## config.mk

```make
export PLATFORM = sky130hd
export DESIGN_NAME = nonlinear_ladder_lowpass_core
export DESIGN_NICKNAME = d
export VERILOG_FILES = /design/src/sv/nllp_pkg.sv /design/src/sv/nllp_serial_mul.sv /design/src/sv/nonlinear_ladder_lowpass_core.sv
export SDC_FILE = /design/constraint.sdc
export NUM_CORES = 2
export LEC_CHECK = 0
export BUFFER_PORTS_ARGS = -buffer_cell sky130_fd_sc_hd__clkbuf_2
export CAP_MARGIN = 25
export CORE_ASPECT_RATIO = 1.4
export CORE_MARGIN = 5
export CORE_UTILIZATION = 59
export DETAILED_ROUTE_END_ITERATION = 8
export GPL_TIMING_DRIVEN = 0
export HOLD_SLACK_MARGIN = 0.05
export PLACE_DENSITY = 0.78
export SLEW_MARGIN = 20
export SYNTH_ARGS = -nofsm -noshare
export SYNTH_HDL_FRONTEND = slang
export SYNTH_HIERARCHICAL = 1
export SYNTH_SLANG_ARGS = --single-unit
```

## constraint.sdc

```tcl
create_clock -name clk -period 13 [get_ports clk]
set_clock_uncertainty 0.05 [all_clocks]
set_input_delay 2.6 -clock clk [delete_from_list [all_inputs] [get_ports clk]]
set_output_delay 2.6 -clock clk [all_outputs]
set_load 0.01 [all_outputs]
```

## src/sv/nllp_pkg.sv

```systemverilog
// Types, constants and tanh table for the ladder low-pass core.
// No dependencies.
package nllp_pkg;
  localparam int CHANNELS_D = 2;
  localparam int STAGES_D = 4;
  localparam int SAMPLE_WIDTH_D = 24;
  localparam int DW = 40;
  localparam logic signed [39:0] HALF_PI = 40'sd1647099;
  localparam logic signed [39:0] STAGE_LIM = 40'sd4194304;
  localparam logic signed [39:0] ONE_Q20 = 40'sd1048576;
  localparam logic [1:0] REG_DRIVE = 2'd0;
  localparam logic [1:0] REG_CUTOFF = 2'd1;
  localparam logic [1:0] REG_RES = 2'd2;
  localparam logic [1:0] REG_CLIP = 2'd3;

  typedef struct packed {
    logic [SAMPLE_WIDTH_D-1:0] sample;
    logic channel;
    logic block_end;
  } in_item_t;

  typedef struct packed {
    logic [SAMPLE_WIDTH_D-1:0] out_sample;
    logic block_end_out;
  } out_item_t;

  typedef enum logic [3:0] {
    S_IDLE, S_DRIVE, S_TD, S_FB, S_TIN, S_TST, S_UPD, S_SQ, S_CUBE, S_CLIP, S_OUT
  } state_t;

  typedef struct packed {
    logic start;
    logic busy;
  } mul_ctl_t;

  function automatic logic [19:0] tanh_tab(input logic [4:0] k);
    case (k)
      5'd0: tanh_tab = 20'd0;       5'd1: tanh_tab = 20'd65451;
      5'd2: tanh_tab = 20'd130394;  5'd3: tanh_tab = 20'd194336;
      5'd4: tanh_tab = 20'd256816;  5'd5: tanh_tab = 20'd317413;
      5'd6: tanh_tab = 20'd375765;  5'd7: tanh_tab = 20'd431562;
      5'd8: tanh_tab = 20'd484565;  5'd9: tanh_tab = 20'd534596;
      5'd10: tanh_tab = 20'd581540; 5'd11: tanh_tab = 20'd625343;
      5'd12: tanh_tab = 20'd666002; 5'd13: tanh_tab = 20'd703560;
      5'd14: tanh_tab = 20'd738099; 5'd15: tanh_tab = 20'd769728;
      5'd16: tanh_tab = 20'd798589; 5'd17: tanh_tab = 20'd824830;
      5'd18: tanh_tab = 20'd848614; 5'd19: tanh_tab = 20'd870110;
      5'd20: tanh_tab = 20'd889490; 5'd21: tanh_tab = 20'd906921;
      5'd22: tanh_tab = 20'd922565; 5'd23: tanh_tab = 20'd936581;
      5'd24: tanh_tab = 20'd949116; 5'd25: tanh_tab = 20'd960312;
      5'd26: tanh_tab = 20'd970296;
      default: tanh_tab = 20'd0;
    endcase
  endfunction
endpackage

```

## src/sv/nllp_serial_mul.sv

```systemverilog
// Bit-serial signed multiplier, one multiplier bit per cycle.
// Depends on nllp_pkg.
module nllp_serial_mul (
  input  logic                          clk,
  input  logic                          rst_n,
  input  logic                          start,
  input  logic signed [nllp_pkg::DW-1:0] a,
  input  logic signed [nllp_pkg::DW-1:0] b,
  output logic signed [2*nllp_pkg::DW-1:0] p,
  output nllp_pkg::mul_ctl_t            ctl
);
  localparam int W = nllp_pkg::DW;
  logic [$clog2(W+1)-1:0] cnt_r, cnt_nxt;
  logic signed [2*W-1:0] acc_r, acc_nxt, mc_r, mc_nxt;
  logic [W-1:0] mb_r, mb_nxt;

  always_comb begin
    cnt_nxt = cnt_r;
    acc_nxt = acc_r;
    mc_nxt = mc_r;
    mb_nxt = mb_r;
    if (start) begin
      cnt_nxt = ($clog2(W+1))'(W);
      acc_nxt = '0;
      mc_nxt = (2*W)'(a);
      mb_nxt = b;
    end else if (cnt_r != 0) begin
      if (mb_r[0]) begin
        if (cnt_r == 1) acc_nxt = acc_r - mc_r;
        else acc_nxt = acc_r + mc_r;
      end
      mc_nxt = mc_r <<< 1;
      mb_nxt = mb_r >> 1;
      cnt_nxt = cnt_r - 1'b1;
    end
  end

  always_ff @(posedge clk) begin
    if (!rst_n) cnt_r <= '0;
    else cnt_r <= cnt_nxt;
    acc_r <= acc_nxt;
    mc_r <= mc_nxt;
    mb_r <= mb_nxt;
  end

  assign p = acc_r;
  assign ctl.start = start;
  assign ctl.busy = (cnt_r != 0);
endmodule

```

## src/sv/nonlinear_ladder_lowpass_core.sv

```systemverilog
// Top level of the four-pole nonlinear ladder low-pass core.
// Depends on nllp_pkg and nllp_serial_mul.
// The core takes a new item only in the idle state, that is after the previous result has
// reached the output register. A sequencer runs all 18 products through one bit-serial
// 40-bit multiplier, each as a start step, a settle step and one multiplier step per
// multiplier bit. The products are drive, tanh of the driven input, feedback, two tanh
// interpolations and one update per stage, and three for the cubic clip. The S_OUT state
// then moves the result to the output register. That shared multiplier sets the rate.
// A finished result waits in the output register while the next item is taken and
// processed. The sequencer holds in its last step only while that result still waits.
module nonlinear_ladder_lowpass_core #(
  parameter int CHANNELS = nllp_pkg::CHANNELS_D,
  parameter int STAGES = nllp_pkg::STAGES_D
) (
  input  logic                clk,
  input  logic                rst_n,
  input  logic                in_valid,
  output logic                in_ready,
  input  nllp_pkg::in_item_t  in_data,
  output logic                out_valid,
  input  logic                out_ready,
  output nllp_pkg::out_item_t out_data,
  input  logic                cfg_we,
  input  logic [1:0]          cfg_index,
  input  logic [16:0]         cfg_wdata
);
  localparam int SAMPLE_WIDTH = nllp_pkg::SAMPLE_WIDTH_D;
  localparam int W = nllp_pkg::DW;
  localparam int CW = (CHANNELS > 1) ? $clog2(CHANNELS) : 1;
  localparam int KW = $clog2(STAGES);
  typedef logic signed [W-1:0] d_t;

  logic [15:0] drive_r;
  logic [16:0] cut_r, clip_r;
  logic [14:0] res_r;
  logic signed [23:0] st_r [CHANNELS*STAGES];

  nllp_pkg::state_t state_r, state_nxt;
  logic [1:0] ph_r, ph_nxt;
  logic [KW-1:0] k_r, k_nxt;
  logic [CW-1:0] ch_r, ch_nxt;
  d_t x_r, x_nxt, prev_r, prev_nxt, t_r, t_nxt, xc_r, xc_nxt, sq_r, sq_nxt;
  d_t tb_r, tb_nxt, ta_r, ta_nxt;
  logic tneg_r, tneg_nxt, be_r, be_nxt;
  logic ov_r, ov_nxt;
  logic [SAMPLE_WIDTH-1:0] os_r, os_nxt;
  logic obe_r, obe_nxt;
  logic st_we;
  logic signed [23:0] st_wd;

  logic m_start;
  d_t m_a, m_b;
  logic signed [2*W-1:0] m_p;
  nllp_pkg::mul_ctl_t m_ctl;

  nllp_serial_mul u_mul (.clk, .rst_n, .start(m_start), .a(m_a), .b(m_b),
    .p(m_p), .ctl(m_ctl));

  function automatic d_t clampv(d_t v, d_t lim);
    if (v > lim) return lim;
    if (v < -lim) return -lim;
    return v;
  endfunction

  logic [CW+KW-1:0] idx;
  d_t cur_st, last_st, tin;
  logic [W-1:0] tabs;
  logic [4:0] ti;
  assign idx = {ch_r, k_r};
  assign cur_st = d_t'(st_r[idx]);
  assign last_st = d_t'(st_r[{ch_r, KW'(STAGES-1)}]);

  always_comb begin
    state_nxt = state_r; ph_nxt = ph_r; k_nxt = k_r; ch_nxt = ch_r;
    x_nxt = x_r; prev_nxt = prev_r; t_nxt = t_r; xc_nxt = xc_r; sq_nxt = sq_r;
    tb_nxt = tb_r; ta_nxt = ta_r; tneg_nxt = tneg_r; be_nxt = be_r;
    ov_nxt = ov_r; os_nxt = os_r; obe_nxt = obe_r;
    m_start = 1'b0; m_a = '0; m_b = '0; st_we = 1'b0; st_wd = '0;
    tin = '0; tabs = '0; ti = '0;
    in_ready = (state_r == nllp_pkg::S_IDLE);
    if (ov_r && out_ready) ov_nxt = 1'b0;
    // tanh operand select
    case (state_r)
      nllp_pkg::S_TD: tin = x_r;
      nllp_pkg::S_TIN: tin = prev_r;
      default: tin = cur_st;
    endcase
    tin = clampv(tin, nllp_pkg::HALF_PI);
    tabs = (tin < 0) ? W'(-tin) : W'(tin);
    ti = (tabs[W-1:16] > 25) ? 5'd25 : tabs[20:16];
    case (state_r)
      nllp_pkg::S_IDLE: if (in_valid && in_ready) begin
        x_nxt = d_t'($signed(in_data.sample[SAMPLE_WIDTH-1:0]));
        ch_nxt = (CHANNELS > 1) ? CW'(in_data.channel) : '0;
        be_nxt = in_data.block_end; k_nxt = '0; ph_nxt = '0;
        state_nxt = nllp_pkg::S_DRIVE;
      end
      nllp_pkg::S_DRIVE: if (ph_r == 0) begin
        m_start = 1'b1; m_a = x_r; m_b = d_t'({1'b0, drive_r}); ph_nxt = 2'd1;
      end else if (ph_r == 1) ph_nxt = 2'd2;
      else if (!m_ctl.busy) begin
        x_nxt = d_t'(m_p >>> (SAMPLE_WIDTH - 9)); ph_nxt = '0;
        state_nxt = nllp_pkg::S_TD;
      end
      nllp_pkg::S_TD, nllp_pkg::S_TIN, nllp_pkg::S_TST: if (ph_r == 0) begin
        tb_nxt = d_t'(nllp_pkg::tanh_tab(ti));
        tneg_nxt = tin < 0;
        m_start = 1'b1;
        m_a = d_t'(nllp_pkg::tanh_tab(ti + 5'd1)) - d_t'(nllp_pkg::tanh_tab(ti));
        m_b = d_t'({1'b0, tabs[15:0]}); ph_nxt = 2'd1;
      end else if (ph_r == 1) ph_nxt = 2'd2;
      else if (!m_ctl.busy) begin
        ta_nxt = tb_r + d_t'(m_p >>> 16);
        if (tneg_r) ta_nxt = -(tb_r + d_t'(m_p >>> 16));
        ph_nxt = '0;
        case (state_r)
          nllp_pkg::S_TD: begin x_nxt = ta_nxt; state_nxt = nllp_pkg::S_FB; end
          nllp_pkg::S_TIN: begin t_nxt = ta_nxt; state_nxt = nllp_pkg::S_TST; end
          default: begin t_nxt = t_r - ta_nxt; state_nxt = nllp_pkg::S_UPD; end
        endcase
      end
      nllp_pkg::S_FB: if (ph_r == 0) begin
        m_start = 1'b1; m_a = last_st; m_b = d_t'({1'b0, res_r}); ph_nxt = 2'd1;
      end else if (ph_r == 1) ph_nxt = 2'd2;
      else if (!m_ctl.busy) begin
        prev_nxt = x_r - d_t'(m_p >>> 12); ph_nxt = '0;
        state_nxt = nllp_pkg::S_TIN;
      end
      nllp_pkg::S_UPD: if (ph_r == 0) begin
        m_start = 1'b1; m_a = t_r; m_b = d_t'({1'b0, cut_r}); ph_nxt = 2'd1;
      end else if (ph_r == 1) ph_nxt = 2'd2;
      else if (!m_ctl.busy) begin
        prev_nxt = clampv(cur_st + d_t'(m_p >>> 16), nllp_pkg::STAGE_LIM);
        st_we = 1'b1; st_wd = prev_nxt[23:0]; ph_nxt = '0;
        if (k_r == KW'(STAGES-1)) begin
          xc_nxt = clampv(prev_nxt, nllp_pkg::ONE_Q20);
          state_nxt = nllp_pkg::S_SQ;
        end else begin
          k_nxt = k_r + 1'b1; state_nxt = nllp_pkg::S_TIN;
        end
      end
      nllp_pkg::S_SQ, nllp_pkg::S_CUBE, nllp_pkg::S_CLIP: if (ph_r == 0) begin
        m_start = 1'b1;
        case (state_r)
          nllp_pkg::S_SQ: begin m_a = xc_r; m_b = xc_r; end
          nllp_pkg::S_CUBE: begin m_a = sq_r; m_b = xc_r; end
          default: begin m_a = sq_r; m_b = d_t'({1'b0, clip_r}); end
        endcase
        ph_nxt = 2'd1;
      end else if (ph_r == 1) ph_nxt = 2'd2;
      else if (!m_ctl.busy) begin
        ph_nxt = '0;
        case (state_r)
          nllp_pkg::S_SQ: begin sq_nxt = d_t'(m_p >>> 20); state_nxt = nllp_pkg::S_CUBE; end
          nllp_pkg::S_CUBE: begin sq_nxt = d_t'(m_p >>> 20); state_nxt = nllp_pkg::S_CLIP; end
          default: begin
            t_nxt = xc_r - d_t'(m_p >>> 16); state_nxt = nllp_pkg::S_OUT;
          end
        endcase
      end
      nllp_pkg::S_OUT: if (!ov_r) begin
        if (SAMPLE_WIDTH >= 21) t_nxt = t_r <<< (SAMPLE_WIDTH - 21);
        else t_nxt = t_r >>> (21 - SAMPLE_WIDTH);
        if (t_nxt > d_t'((1 <<< (SAMPLE_WIDTH-1)) - 1))
          os_nxt = {1'b0, {(SAMPLE_WIDTH-1){1'b1}}};
        else if (t_nxt < -d_t'(1 <<< (SAMPLE_WIDTH-1)))
          os_nxt = {1'b1, {(SAMPLE_WIDTH-1){1'b0}}};
        else os_nxt = t_nxt[SAMPLE_WIDTH-1:0];
        obe_nxt = be_r; ov_nxt = 1'b1; state_nxt = nllp_pkg::S_IDLE;
      end
      default: state_nxt = nllp_pkg::S_IDLE;
    endcase
  end

  always_ff @(posedge clk) begin
    if (!rst_n) begin
      state_r <= nllp_pkg::S_IDLE; ph_r <= '0; ov_r <= 1'b0;
      drive_r <= 16'd7782; cut_r <= 17'd65536; res_r <= 15'd14336; clip_r <= '0;
      for (int i = 0; i < CHANNELS*STAGES; i++) st_r[i] <= '0;
    end else begin
      state_r <= state_nxt; ph_r <= ph_nxt; ov_r <= ov_nxt;
      if (st_we) st_r[idx] <= st_wd;
      if (cfg_we) begin
        case (cfg_index)
          nllp_pkg::REG_DRIVE: drive_r <= cfg_wdata[15:0];
          nllp_pkg::REG_CUTOFF: cut_r <= cfg_wdata;
          nllp_pkg::REG_RES: res_r <= cfg_wdata[14:0];
          nllp_pkg::REG_CLIP: clip_r <= cfg_wdata;
          default: ;
        endcase
      end
    end
    k_r <= k_nxt; ch_r <= ch_nxt; x_r <= x_nxt; prev_r <= prev_nxt; t_r <= t_nxt;
    xc_r <= xc_nxt; sq_r <= sq_nxt; tb_r <= tb_nxt; ta_r <= ta_nxt;
    tneg_r <= tneg_nxt; be_r <= be_nxt; os_r <= os_nxt; obe_r <= obe_nxt;
  end

  assign out_valid = ov_r;
  assign out_data.out_sample = os_r;
  assign out_data.block_end_out = obe_r;
endmodule

```

# Word level (Yosys, flattened, before mapping)
# Memory sizes are Yosys's and may differ from the RTL's. A register that Yosys moved wholly into a read port is not among the register bits.
# Index checks and enable logic that the tools add are counted.
[classes]
order_cmp = 10
mux = 157
eq_ne = 38
n_bitwise = 5
add_sub_neg = 13
n_reduce_logical = 34
[ops]
columns = ["operator", "count"]
rows = [
  ["$mux 40", 56],
  ["$pmux 40 s5", 2],
  ["$mux 80", 3],
  ["$pmux 40 s2", 3],
  ["$pmux 40 s3", 2],
  ["$mux 24", 6],
  ["$sub 40x40->40", 3],
  ["$add 80x80->80", 1],
  ["$gt 40x22->1 const B", 2],
  ["$gt 40x24->1 const B", 2],
  ["$mux 20", 4],
  ["$neg 40->40", 2],
  ["$sub 80x80->80", 1],
  ["$mux 4", 17],
  ["$mux 1", 41],
  ["$add 21x40->40", 1],
  ["$add 24x40->40", 1],
  ["$lt 40x1->1 const B", 1],
  ["$lt 40x21->1 const B", 1],
  ["$lt 40x22->1 const B", 1],
  ["$lt 40x23->1 const B", 1],
  ["$lt 40x24->1 const B", 1],
  ["$ne 2x2->1 const B", 20],
  ["$mux 16", 2],
  ["42 further kinds", 83],
]
[word_totals]
mem_bits_ro = 1920
output_inout_bits = 27
mem_bits_rw = 192
in_bits = 50
register_bits = 508
mem_count = 4
wordCells = 284
[mem_list]
columns = ["memory", "depth", "width", "rd", "rd_ports_with_merged_regs", "write_ports", "line", "source"]
rows = [
  ["(no name shown)", 32, 20, 1, 1, 0, "nllp_pkg.sv:37", "case (k)"],
  ["(no name shown)", 32, 20, 1, 0, 0, "nllp_pkg.sv:37", ""],
  ["(no name shown)", 32, 20, 1, 0, 0, "nllp_pkg.sv:37", ""],
  ["st_r", 8, 24, 2, 1, 8, "nonlinear_ladder_lowpass_core.sv:36", "logic signed [23:0] st_r [CHANNELS*STAGES];"],
]

# Logic depth before layout (Yosys ltp)
# An unclocked memory read counts as a cell.
[logic_depth]
word_depth = 34
mapped_depth = 62
depth_no_buf = 49

# Hierarchy
# Netlist, hierarchy kept.
[by_module_without_submodules]
columns = ["mod", "seq_area_each_um2", "n_inst", "area_per_inst_um2", "cells_each"]
rows = [
  ["nonlinear_ladder_lowpass_core", 14674.1, 1, 39832.0, 4502],
  ["nllp_serial_mul", 5325.1, 1, 14371.3, 1654],
]

# Worst setup path after synthesis
# OpenSTA, ideal clock, no wires.
[synth_timing]
kind = "reg-to-reg"
start = "reg k_r[0]"
end = "reg u_mul.mc_r[23], data pin"
synth_period_minus_slack_ns = 12.041
required_time_ns = 12.690
arrival_ns = 11.731
n_path_buf = 13
setup_time_ns = 0.260
path_slack_ns = 0.959
stages_incl_launch_ff = 59
cell_sequence = "edfxtp_1 > buf_6 > buf_8 > buf_2 > mux2i_1 > o22ai_1 > nor2_1 > o21ai_1 > nand3_1 > o31ai_1 > nand3_1 > a211oi_1 > o21ai_0 > ha_1 > clkbuf_1 > clkbuf_1 > clkbuf_1 > clkbuf_1 > [23 not listed] > inv_1 > fa_1 > a21o_1 > a21oi_1 > o21ai_0 > a21oi_1 > o21ai_0 > a21oi_1 > o21ai_0 > a21oi_1 > o21bai_1 > a311oi_1 > o211ai_1 > nand2_1 > o21ai_1 > clkbuf_1 > o211ai_1 > mux2_2"
[synth_via]
elab_chain_len = 19
elab_cells_between_ends = 26
classes_between = "3 x add/sub; 4 x order compare; 16 x mux; 3 x memory"
[synth_lines]
columns = ["item", "line", "source"]
rows = [
  ["from (decl)", "nonlinear_ladder_lowpass_core.sv:40", "logic [KW-1:0] k_r, k_nxt;"],
  ["from (signal assigned)", "nonlinear_ladder_lowpass_core.sv:193", "k_r <= k_nxt; ch_r <= ch_nxt; x_r <= x_nxt; prev_r <= prev_nxt; t_r <= t_nxt;"],
  ["$mem_v2 8x24 *", "--", ""],
  ["$pmux 40 s2 *", "nonlinear_ladder_lowpass_core.sv:83", "case (state_r)"],
  ["$lt 40x22->1", "nonlinear_ladder_lowpass_core.sv:61", "if (v < -lim) return -lim;"],
  ["$mux 1 (2 in a row)", "nonlinear_ladder_lowpass_core.sv:61", ""],
  ["$mux 40", "nonlinear_ladder_lowpass_core.sv:62", "return v;"],
  ["$mux 40 *", "nonlinear_ladder_lowpass_core.sv:61", ""],
  ["$neg 40->40 or $lt 40x1->1 (tied branches)", "nonlinear_ladder_lowpass_core.sv:89", "tabs = (tin < 0) ? W'(-tin) : W'(tin);"],
  ["$mux 40 *", "nonlinear_ladder_lowpass_core.sv:89", ""],
  ["[4 not listed]", "--", ""],
  ["$mux 20", "nonlinear_ladder_lowpass_core.sv:105", "nllp_pkg::S_TD, nllp_pkg::S_TIN, nllp_pkg::S_TST: if (ph_r == 0) begin"],
  ["$mux 20", "nonlinear_ladder_lowpass_core.sv:91", "case (state_r)"],
  ["$sub 20x20->21 *", "nonlinear_ladder_lowpass_core.sv:109", "m_a = d_t'(nllp_pkg::tanh_tab(ti + 5'd1)) - d_t'(nllp_pkg::tanh_tab(ti));"],
  ["$mux 40 *", "nonlinear_ladder_lowpass_core.sv:105", ""],
  ["$pmux 40 s5 *", "nonlinear_ladder_lowpass_core.sv:91", ""],
  ["via m_a[23]", "nonlinear_ladder_lowpass_core.sv:52", "d_t m_a, m_b;"],
  ["$mux 80 *", "nllp_serial_mul.sv:22", "if (start) begin"],
  ["via u_mul.mc_nxt[23]", "nllp_serial_mul.sv:14", "logic signed [2*W-1:0] acc_r, acc_nxt, mc_r, mc_nxt;"],
  ["to (signal assigned)", "nllp_serial_mul.sv:42", "mc_r <= mc_nxt;"],
  ["to (decl)", "nllp_serial_mul.sv:14", ""],
]
# The timed path passes the listed nets; every way through them passes the cells marked *. The select of a mux whose other input is x is not followed.
# A chain may end at the register's enable or synchronous reset.

# Worst setup path after layout
[layout_timing]
start = "reg k_r[0]"
end = "reg u_mul.mc_r[18], data pin"
# Same word-level chain as after synthesis.

==> flow_summary.rst <==
.. list-table::
   :header-rows: 1

   * - Metric
     - Value
   * - Clock tree from TritonCTS
     - yes
   * - Least-Margin Pin Slew
     - 1.39 ns
   * - Aggregate global routing overflow
     - 0
   * - Setup WS post-layout
     - 0.135 ns
   * - Area of the die
     - 0.0925 sq mm
   * - I/O Buffers
     - 75
   * - Maximum number of pins on one net before global-route repair
     - 51
   * - Bufs on Longest Clock Path
     - 3
   * - Starting density of the core
     - 59.4%
   * - Number of routed nets with antenna violations
     - 0
   * - Syn Area/Cell
     - 8.87 sq um
   * - Area of the core
     - 0.0858 sq mm
   * - CP max-delay cell
     - sky130_fd_sc_hd__or4b_4
   * - Number of hold buffers added after CTS
     - 0
   * - Max capacitance violation total
     - 0
   * - Maximum cell stage delay along the critical path
     - 0.60 ns
   * - Fillers
     - 7,118
   * - Half-perimeter wire length of the detailed placement result
     - 175 mm
   * - Count of synthesis-stage warnings from yosys
     - 6
   * - Overall fraction of global-route tracks in use
     - 46.2%
   * - CTS Buf Count
     - 70
   * - Outcome
     - completed
   * - Worst path most repeated cell
     - sky130_fd_sc_hd__a21oi_2
   * - DRC violation count after routing
     - 0
   * - Register area
     - 0.0190 sq mm
   * - Data arrival at the endpoint of the critical path
     - 13.24 ns
   * - Vert. Die Dim
     - 358 microns
   * - Number of slew-limit violations in the final report
     - 0
   * - Gp weighted congestion
     - 1.08
   * - First DRT Iteration DRCs
     - 7,898
   * - Sort of element at the end of the critical path
     - flip-flop
   * - Final design utilization
     - 65.7%
   * - Share of layout cells above drive strength 1
     - 10.2%
   * - Wire length of the first global-routing pass
     - 316 mm
   * - Post-route cell area
     - 0.0564 sq mm
   * - Setup slack after placement
     - -4.51 ns
   * - Crit path max fanout
     - 10
   * - Final Setup Violations
     - 0
   * - Net count, final
     - 6,310
   * - Layout overhead on the synthesized area
     - 10.6%
   * - Final critical path time including I/O delays and setup
     - 12.86 ns
   * - CP Class
     - flip-flop to flip-flop
   * - Worst min-delay path category
     - flip-flop to flip-flop
   * - Net count of the mapped netlist
     - 6,082
   * - Vias
     - 50,592
   * - Horiz. Die Dim
     - 258 microns
   * - Netlist area before placement
     - 0.0510 sq mm
   * - Clock-pin slew on the worst setup and hold paths
     - 0.07 ns
   * - Req. time, crit path
     - 13.38 ns
   * - Count of final hold-check violations
     - 0
   * - Std-Cell Rows
     - 127
   * - Total detailed-routing wirelength
     - 223 mm
   * - Clock sink count
     - 679
   * - Clk_lat worst skew
     - 0.74 ns
   * - Initial antenna violation count
     - 12
   * - Critical Path Start Type
     - flip-flop
   * - DRT Pass-1 Iters
     - 9
   * - Master cell of the clock root buffer
     - sky130_fd_sc_hd__clkbuf_16
   * - Cells after synthesis
     - 5,748
   * - Final period util
     - 99.0%
   * - Peak clock frequency supported by timing
     - 77.7 MHz
   * - H-tree level count
     - 3
   * - Routed via count divided by cell count
     - 7.10
   * - Via count of the first global-routing pass
     - 46,880
   * - Summed negative setup slack over all endpoints
     - 0 ns
   * - Average detailed-routed wire length per instance
     - 31.3 microns
   * - Cell area after placement
     - 0.0532 sq mm
   * - Relative slew slack
     - 7.36%
   * - Multi-input logic area
     - 0.0303 sq mm
   * - Ports placed on the boundary
     - 77
cells in the final DEF (no fill, tap or decap), types with 41 or more instances in the layout:
| cell type | count |
|---|---|
| sky130_fd_sc_hd__a211oi_1 | 52 |
| sky130_fd_sc_hd__a21boi_0 | 63 |
| sky130_fd_sc_hd__a21o_1 | 100 |
| sky130_fd_sc_hd__a21oi_1 | 418 |
| sky130_fd_sc_hd__a22oi_1 | 91 |
| sky130_fd_sc_hd__a31oi_1 | 57 |
| sky130_fd_sc_hd__and2_1 | 57 |
| sky130_fd_sc_hd__and3_1 | 44 |
| sky130_fd_sc_hd__buf_4 | 78 |
| sky130_fd_sc_hd__clkbuf_1 | 265 |
| sky130_fd_sc_hd__clkbuf_16 | 70 |
| sky130_fd_sc_hd__clkbuf_2 | 83 |
| sky130_fd_sc_hd__dfxtp_1 | 139 |
| sky130_fd_sc_hd__edfxtp_1 | 540 |
| sky130_fd_sc_hd__ha_1 | 274 |
| sky130_fd_sc_hd__inv_1 | 198 |
| sky130_fd_sc_hd__mux2_2 | 94 |
| sky130_fd_sc_hd__mux2i_1 | 152 |
| sky130_fd_sc_hd__nand2_1 | 582 |
| sky130_fd_sc_hd__nand2b_1 | 41 |
| sky130_fd_sc_hd__nand3_1 | 107 |
| sky130_fd_sc_hd__nand4_1 | 54 |
| sky130_fd_sc_hd__nor2_1 | 556 |
| sky130_fd_sc_hd__nor3_1 | 121 |
| sky130_fd_sc_hd__o211ai_1 | 58 |
| sky130_fd_sc_hd__o21a_1 | 68 |
| sky130_fd_sc_hd__o21ai_0 | 380 |
| sky130_fd_sc_hd__o221ai_1 | 41 |
| sky130_fd_sc_hd__o22ai_1 | 46 |
| sky130_fd_sc_hd__o31ai_1 | 47 |
| sky130_fd_sc_hd__or3_1 | 46 |
| sky130_fd_sc_hd__xnor2_1 | 228 |
| sky130_fd_sc_hd__xor2_1 | 114 |
metal layers:
metal | vias to the layer above | global-route usage (%) | wire [microns]
li1 | 21814 | - | -
met3 | 963 | 11.6 | 29000
met4 | 6 | 37.3 | 23600
met1 | 23851 | 56.1 | 75700
met2 | 3958 | 69.8 | 94600
met5 | - | 0 | 42
worst max-delay path: cells and delay by family, from the launching register on:
family,cells,cell delay (ns)
compound gates,22,4.49
simple gates,11,3.35
buf+inv,12,2.00
fa+ha+maj,5,1.43
flops,1,0.57
mux,1,0.34
xor+xnor,1,0.30
final cells by class:
cell class	instances	area share, %
buffer	342	2.79
clock buffer	90	3.29
antenna	3	0.0133
clock inverter	37	0.714
sequential	679	33.7
inverter	207	1.40
timing repair buffer	162	1.98
multi-input combinational	4514	53.7
tap	1096	2.43
metrics by stage:
stage,instances,hold slack (ns)
4_1_cts,7097,0.376
5_1_grt,7127,0.387
6_report,7130,0.374
3_3_place_gp,6919,0.352
2_1_floorplan,5748,0.350
3_5_place_dp,6952,0.361
final timing paths:
kind,startpoint,end,slack [ns],depth (start not counted)
max,k_r[0],u_mul/mc_r[18],0.14,52
max reg2reg,k_r[0],u_mul/mc_r[18],0.14,52
min,be_r,obe_r,0.37,0
min reg2reg,be_r,obe_r,0.37,0
flip-flops by register name, indices dropped and copies added, names as in the netlist, 22 cells and up, named ones only:
signal      cells
os_r           22
prev_r         40
sq_r           40
st_r          192
t_r            40
u_mul/mb_r     40
u_mul/mc_r     60
u_mul/p        60
x_r            40
xc_r           40
repair_timing:
action | CTS | global route
setup endpoints to repair | 60 | 51
buffers inserted | 23 | 26
gates resized for setup | 75 | 85
pin swaps | 13 | 22
Power is not shown: default switching activity piles up to over one toggle a cycle in this logic, so the estimate is an artifact.
